$ cat config.mk
export PLATFORM = sky130hd
export DESIGN_NAME = bhe_front
export DESIGN_NICKNAME = d
export VERILOG_FILES = /design/src/rtl/bhe_pkg.sv /design/src/rtl/bhe_front.sv
export SDC_FILE = /design/constraint.sdc
export NUM_CORES = 1
export LEC_CHECK = 0
export BUFFER_PORTS_ARGS = -buffer_cell sky130_fd_sc_hd__buf_4
export CAP_MARGIN = 20
export CORE_MARGIN = 2
export CORE_UTILIZATION = 37
export CTS_CLUSTER_SIZE = 14
export DETAILED_ROUTE_END_ITERATION = 12
export PLACE_DENSITY_LB_ADDON = 0.3
export SKIP_CTS_REPAIR_TIMING = 1
export SLEW_MARGIN = 20
export SYNTH_ARGS = -nofsm -noshare
export SYNTH_HDL_FRONTEND = slang
export SYNTH_SLANG_ARGS = --single-unit
$ cat constraint.sdc
create_clock -name clock -period 11.85 [get_ports clock]
set_input_delay 2.37 -clock clock [delete_from_list [all_inputs] [get_ports clock]]
set_output_delay 2.37 -clock clock [all_outputs]
set_load 0.1 [all_outputs]
$ cat src/rtl/bhe_pkg.sv
// shared types and constants for the bucketed histogram engine
package bhe_pkg;

   localparam int MaxBucketsDefault = 64;

   // function codes
   localparam logic [2:0] FUNC_LOAD   = 3'd0;
   localparam logic [2:0] FUNC_ACC    = 3'd1;
   localparam logic [2:0] FUNC_CNT_S  = 3'd2;
   localparam logic [2:0] FUNC_CNT_I  = 3'd3;
   localparam logic [2:0] FUNC_MERGE  = 3'd4;

   // status codes
   localparam logic [1:0] STATUS_OK       = 2'd0;
   localparam logic [1:0] STATUS_RANGE    = 2'd1;
   localparam logic [1:0] STATUS_MISMATCH = 2'd2;

   // one queued command
   typedef struct packed {
      logic [2:0]         func;
      logic [6:0]         slot;
      logic signed [31:0] edge_value;
      logic signed [31:0] sample;
      logic signed [31:0] weight;
      logic signed [31:0] entry_low;
      logic signed [31:0] entry_high;
      logic               subtract;
      logic               merge_start;
   } cmd_type;

endpackage

$ cat src/rtl/bhe_front.sv
// front end: command holding queue of two beats
module bhe_front
   import bhe_pkg::*;
(
   input  logic    clock,
   input  logic    reset,
   input  logic    push,
   input  cmd_type push_cmd,
   input  logic    pop,
   output logic    full,
   output logic    not_empty,
   output cmd_type head_cmd
);

   cmd_type    slot_ff [2];
   logic [1:0] count_ff, count_in;
   logic       rd_ff, rd_in, wr_ff, wr_in;

   // pointers and fill count
   always_comb begin
      count_in = count_ff + {1'b0, push} - {1'b0, pop};
      wr_in    = push ? ~wr_ff : wr_ff;
      rd_in    = pop ? ~rd_ff : rd_ff;
   end

   always_ff @(posedge clock) begin
      if (reset) begin
         count_ff <= 2'd0;
         wr_ff    <= 1'b0;
         rd_ff    <= 1'b0;
      end else begin
         count_ff <= count_in;
         wr_ff    <= wr_in;
         rd_ff    <= rd_in;
      end
   end

   // storage
   always_ff @(posedge clock) begin
      if (push) slot_ff[wr_ff] <= push_cmd;
   end

   assign full      = count_ff == 2'd2;
   assign not_empty = count_ff != 2'd0;
   assign head_cmd  = slot_ff[rd_ff];

endmodule

==> results.md, run 1 <==
* Status: finished, final reports clean
* Seq/Total Area, Yosys at 80.6%
* Flop pwr share at 44.3%
* TritonCTS clock tree: built
* Worst endpoint required time at approximately 9.5 ns
* Largest net degree at the start of global routing at slightly above 70
* Placed Cells at approximately 1300
* Switching Share at between 30% and 40%
* Layout cell share with drive strength beyond 1 at around 60%
* Cell Pwr Density at ~190 nW/um^2
* Final WL at between 20000 and 30000 um
* Vias in the first global route at approximately 6700
* CTS root buf: clkbuf_16
* Drc violations at 0
* Via-to-Cell Ratio at ~4.5
* RSZ-0062 raised after global routing: no
* Setup slack, reg-to-reg at 9.36 ns
* Hold Crit Class: reg -> reg
* Final period util at between 40 and 50%
* Nets at 1110
* Cts bufs inserted at 37
* Most frequent cells in the layout: 356 x buf_4, 344 x edfxtp_1, 92 x mux2_2, 80 x mux2_4, 37 x clkbuf_16
* Fin crit period at 5.49 ns
* P_leak at between 6 and 7 nW
* CP Cell Sequence: buf_4 -> mux2_2 -> buf_4
* Wire per inst at approximately 18 um
* Clk slew on worst S/H paths at approximately 0.060 ns
* Crit-path leading delay family: buffers and inverters
* CP endpoint kind: output port
* Count of final setup violators at 0
* Startpoint types: flip-flop
* CTS sink count at between 300 and 400
* DRT Pass-1 Iters at 4
* Final setup TNS at 0 ns
* Core area at 34500 um^2
* I/O pins at 350
* CP most frequent cell: buf_4
* CP peak stage delay at 1.03 ns
* Gpl congestion at about 0.73
* Buf/Inv on CP at 2
* Fmax at 0.182 GHz
* Slew Viols, Final at 0
* Syn_nets at ~730
* Normalized max-slew margin at 30.8%
* Grt ovf at 0
* Area grow syn2layout at 32.2%
* DIE HEIGHT at between 150 and 200 um
* Logic gate share of total power at roughly a quarter
* Skew final at about 0.015 ns
* Max_cap viols at 0
* Port Buffers at between 300 and 400
* Via count at 6377
* CTS max path bufs at 3
* Power Internal at approximately 2.2 mW
* Pre-CTS setup slack at between 6 and 7 ns
* Count of cell types in the netlist at 14
* Peak supply drop at between 0.15 and 0.2 mV
* Measured slew at the worst slew-check pin at between 1 and 1.5 ns
* Crit Reg-Reg Startpoint: wr_ff$_SDFFE_PP0P_
* Initial antenna violation count at 0
* Average cell area after synthesis at 23.3 um^2
* Worst Min Path Start: rd_ff$_SDFFE_PP0P_
* First-pass GRT wire length at around 38000 um
* Critical path peak fanout at 71
* CTS H-tree depth at 2
* Die area at between 30000 and 40000 um^2
* Critical path's slowest cell: dfxtp_4
* Netlist Area Pre-Place at approximately 13000 um^2
* Row cnt at 68
* Die Span X at about 190 um
* Final Hold Fails at 0
* HPWL after DPL at roughly 17000 um
* Mapped Cells at 556
* Worst-skew pair later-pin latency at approximately 0.5 ns
* Clock power share at between 30 and 40%
* Drt initial violations at approximately 330
* Fin worst setup slack at around 6.4 ns
* Critical path class: reg -> out
* Diodes inserted at 0
* Worst EP arrival at 3.12 ns
* Starting density of the core at a little under two fifths
* Synth warnings at 0
* All-Layer GR Usage at 13.6%
* Final ANT Viol Nets at 0
* Commonest non-fill, non-tap cell in the layout: buf_4
* Synthesis-stage register bit count at 349
* Final cell count without fillers at ~1400
* Net Sw Power at roughly 1.1 mW
-- power by group through the flow --
stage | Combinational, mW | Clock, mW | Sequential (mW)
final | 0.825 | 1.02 | 1.47
after global routing | 0.852 | 1.11 | 1.48
after CTS | 0.834 | 1.06 | 1.47
after detailed placement | 0.832 | 0 | 1.50
after global placement | 0.829 | 0 | 1.49
after floorplan | 0.659 | 0 | 1.50
-- registers in the layout (all words and copies together), names as in the netlist, named ones only --
| name | count |
|---|---|
| count_ff | 2 |
| rd_ff | 1 |
| slot_ff | 344 |
| wr_ff | 1 |
-- synthesized netlist by cell type --
master,instances,share of area (%)
or2_2,1,0.048
buf_2,9,0.35
mux2_4,80,9.3
buf_6,10,0.87
xnor2_1,2,0.14
edfxtp_1,344,80
xnor3_1,1,0.17
nor2b_1,3,0.15
and2_1,1,0.048
nor2_1,4,0.12
dfxtp_1,5,0.77
ha_1,2,0.19
inv_1,2,0.058
mux2_2,92,8.0
-- cell families (layout without fill, tap and decap cells) --
group         after synthesis  after routing  synth area share (%)
flops                     349            349                  80.6
simple gates                9              9                 0.358
fa+ha+maj                   2              2                 0.193
xor+xnor                    3              3                 0.309
buf+inv                    21            421                  1.28
mux                       172            172                  17.3
-- cell type report --
cell class	instances	area, um^2
Fill cell	2892	17300
Sequential cell	349	10400
Timing Repair Buffer	356	2670
Multi-Input combinational cell	186	2360
Clock buffer	48	987
Tap cell	455	569
Clock inverter	15	83.8
Inverter	2	7.51
-- stage by stage --
step / util, % / hold WS, ns / instance area [um^2] / power [mW]
floorplan: - / 0.480 / 12900 / 2.16
global placement: 46.6 / 0.493 / 16000 / 2.32
detailed placement: 46.6 / 0.517 / 16000 / 2.33
CTS: 49.7 / 0.535 / 17100 / 3.36
global route: 49.7 / 0.575 / 17100 / 3.44
finish: 49.7 / 0.531 / 17100 / 3.32
-- worst paths after layout --
check	to	cells after the start
max reg2reg	slot_ff[0][131]$_DFFE_PP_	3
min reg2reg	flip-flop	2
min	flip-flop	2
max	head_cmd[79]	3
-- per-layer routing --
metal | GRT usage [%] | vias to the layer above | routed length, um
met5 | 0 | - | 0
met4 | 3.97 | 0 | 584
met3 | 6.00 | 45 | 2840
met2 | 21.9 | 265 | 12100
met1 | 16.6 | 3101 | 10200
li1 | - | 2966 | -
-- worst reg2reg max path, delay by kind of cell, from the launching register on --
kind | cells | cell delay [ns]
buf+inv | 2 | 1.21
simple gates | 1 | 0.44
flops | 1 | 0.35
No activity file was read; power rests on OpenSTA's default activity.
==> inputs of run 2 (changes only) <==
==> constraint.sdc (replaced) <==
create_clock -name clock -period 4.47 [get_ports clock]
set_input_delay 0.894 -clock clock [delete_from_list [all_inputs] [get_ports clock]]
set_output_delay 0.894 -clock clock [all_outputs]
set_load 0.1 [all_outputs]
==> run 2 against run 1 <==
Compared with the run above:
- routed wire length down 0.39%
- via count up 1.3%
- clock skew up 0.0031 ns
- final area up 1.5%
- largest cell class unchanged
==> results.md, run 2 (synthesis results as in run 1) <==
* Clk slew on worst S/H paths at roughly 0.060 ns
* Die Span X at 191 um
* Status: finished, final reports clean
* Initial antenna violation count at 0
* Final ANT Viol Nets at 0
* Gpl congestion at around 0.71
* Core area at around 34000 um^2
* Buf/Inv on CP at 2
* Row cnt at 68
* Startpoint types: flip-flop
* Crit-path leading delay family: flip-flops
* Top Registers: slot_ff: 344 flops, count_ff: 2 flops
* Setup slack, reg-to-reg at between 2 and 3 ns
* CP Cell Sequence: buf_12 -> mux2_2 -> buf_4
* Largest net degree at the start of global routing at 73
* Nets at ~1100
* CP peak stage delay at ~0.7 ns
* Fmax at 0.314 GHz
* Normalized max-slew margin at 40.2%
* Starting density of the core at 37.6%
* DIE HEIGHT at between 150 and 200 um
* Grt ovf at 0
* Placed Cells at between 1000 and 1500
* Measured slew at the worst slew-check pin at a little under 0.9 ns
* Cts bufs inserted at 37
* Count of final setup violators at 0
* Skew final at around 0.019 ns
* Final WL at approximately 26000 um
* Clock power share at between 30% and 40%
* Commonest non-fill, non-tap cell in the layout: buf_4
* Vias in the first global route at between 6000 and 7000
* WHS at 0.523 ns
* Layout cell share with drive strength beyond 1 at roughly 60%
* Peak supply drop at around 0.38 mV
* HPWL after DPL at around 17000 um
* Hold Crit Class: reg -> reg
* Crit Reg-Reg Startpoint: wr_ff$_SDFFE_PP0P_
* DRT Pass-1 Iters at 4
* Post-DP Area at 16100 um^2
* Worst Hold Depth at 2
* Via count at 6457
* Final setup TNS at 0 ns
* Final instance area at approximately 17000 um^2
* Final period util at between 70% and 80%
* CTS H-tree depth at 2
* Diodes inserted at 0
* Critical path class: reg -> out
* Net Sw Power at between 2 and 3 mW
* Via-to-Cell Ratio at roughly 4.6
* Drt initial violations at 264
* Most frequent cells in the layout: 354 x buf_4, 344 x edfxtp_1, 92 x mux2_2, 80 x mux2_4, 39 x clkbuf_16
* Area grow syn2layout at 34.2%
* Die area at about 36000 um^2
* Worst EP arrival at 2.29 ns
* Hold EP: rd_ff$_SDFFE_PP0P_
* I/O pins at 350
* Critical path's slowest cell: dfxtp_4
* TritonCTS clock tree: built
* CP endpoint kind: output port
* Slew Viols, Final at 0
* Flop pwr share at around 43%
* Logic gate share of total power at about a quarter
* Final-layout fill cell count at approximately 2800
* Wire per inst at 18.1 um
* First-pass GRT wire length at approximately 37000 um
* Largest register FFs at around 340
* P_leak at roughly 6.6 nW
* CTS root buf: clkbuf_16
* Drc violations at 0
* Worst endpoint required time at about 3.6 ns
* Port Buffers at roughly 350
* Max_cap viols at 0
* RSZ-0062 raised after global routing: no
* FF-to-FF path depth at 2
* Worst Min Path Start: rd_ff$_SDFFE_PP0P_
* Final Hold Fails at 0
* Fin crit period at between 3 and 4 ns
* Largest Register: slot_ff
* CTS sink count at roughly 350
* Power Internal at 6.22 mW
* Worst-skew pair later-pin latency at approximately 0.52 ns
* All-Layer GR Usage at 13.4%
* Reg2reg end: slot_ff[1][158]$_DFFE_PP_
* Switching Share at between 30% and 40%
* Final cell count without fillers at about 1400
* CTS max path bufs at 3
* Critical path peak fanout at 47
* Cell Pwr Density at about 520 nW/um^2
## run 2: changes by cell type in the layout (fill, tap and decap cells not counted), sizes merged
cell and delta:
clkbuf -1, buf +4, inv -1, clkinvlp -1, bufinv +3, clkinv +4
## run 2: metrics by stage
step | power, mW | setup WS (ns) | utilization, %
CTS | 9.23 | 1.23 | 50.4
finish | 9.11 | 1.29 | 50.4
floorplan | 5.69 | 0.564 | -
detailed placement | 6.18 | 1.80 | 46.9
global placement | 6.17 | 1.80 | 46.9
global route | 9.42 | 1.15 | 50.4
## run 2: power groups by stage
stage	combinational [mW]	clock (mW)	sequential, mW
2_1_floorplan	1.75	0	3.94
3_3_place_gp	2.22	0	3.94
3_5_place_dp	2.23	0	3.95
4_1_cts	2.24	3.11	3.88
5_1_grt	2.29	3.24	3.90
6_report	2.22	3.01	3.88
## run 2: how the worst max path moves through the flow
| stage | start | end | slack (ns) | depth (start not counted) |
|---|---|---|---|---|
| CTS | flip-flop | head_cmd[171] | 1.23 | 3 |
| finish | flip-flop | head_cmd[171] | 1.29 | 3 |
| global placement | flip-flop | head_cmd[171] | 1.80 | 3 |
| global route | flip-flop | head_cmd[171] | 1.15 | 3 |
| detailed placement | flip-flop | head_cmd[171] | 1.80 | 3 |
| floorplan | push | slot_ff[0][0]$_DFFE_PP_ | 0.56 | 1 |
## run 2: final cells by class
cell class | count | area (um^2) | area share (%)
Sequential cell | 349 | 10400 | 60.1
Timing Repair Buffer | 360 | 2780 | 16.0
Multi-Input combinational cell | 186 | 2360 | 13.6
Clock buffer | 47 | 1050 | 6.02
Tap cell | 455 | 569 | 3.28
Clock inverter | 20 | 173 | 0.994
Inverter | 2 | 7.51 | 0.0432
## run 2: worst min-delay path, cell delays in order (launching register included)
cell     delay (ns)
dfxtp_1        0.33
xnor2_1        0.09
nor2_1         0.07
## run 2: layer usage
layer	wire [um]	global-route usage, %	vias to the layer above
met5	0	0	-
met4	777	5.19	0
met3	2490	5.31	49
met2	12500	22.1	251
met1	9850	15.7	3182
li1	-	-	2975
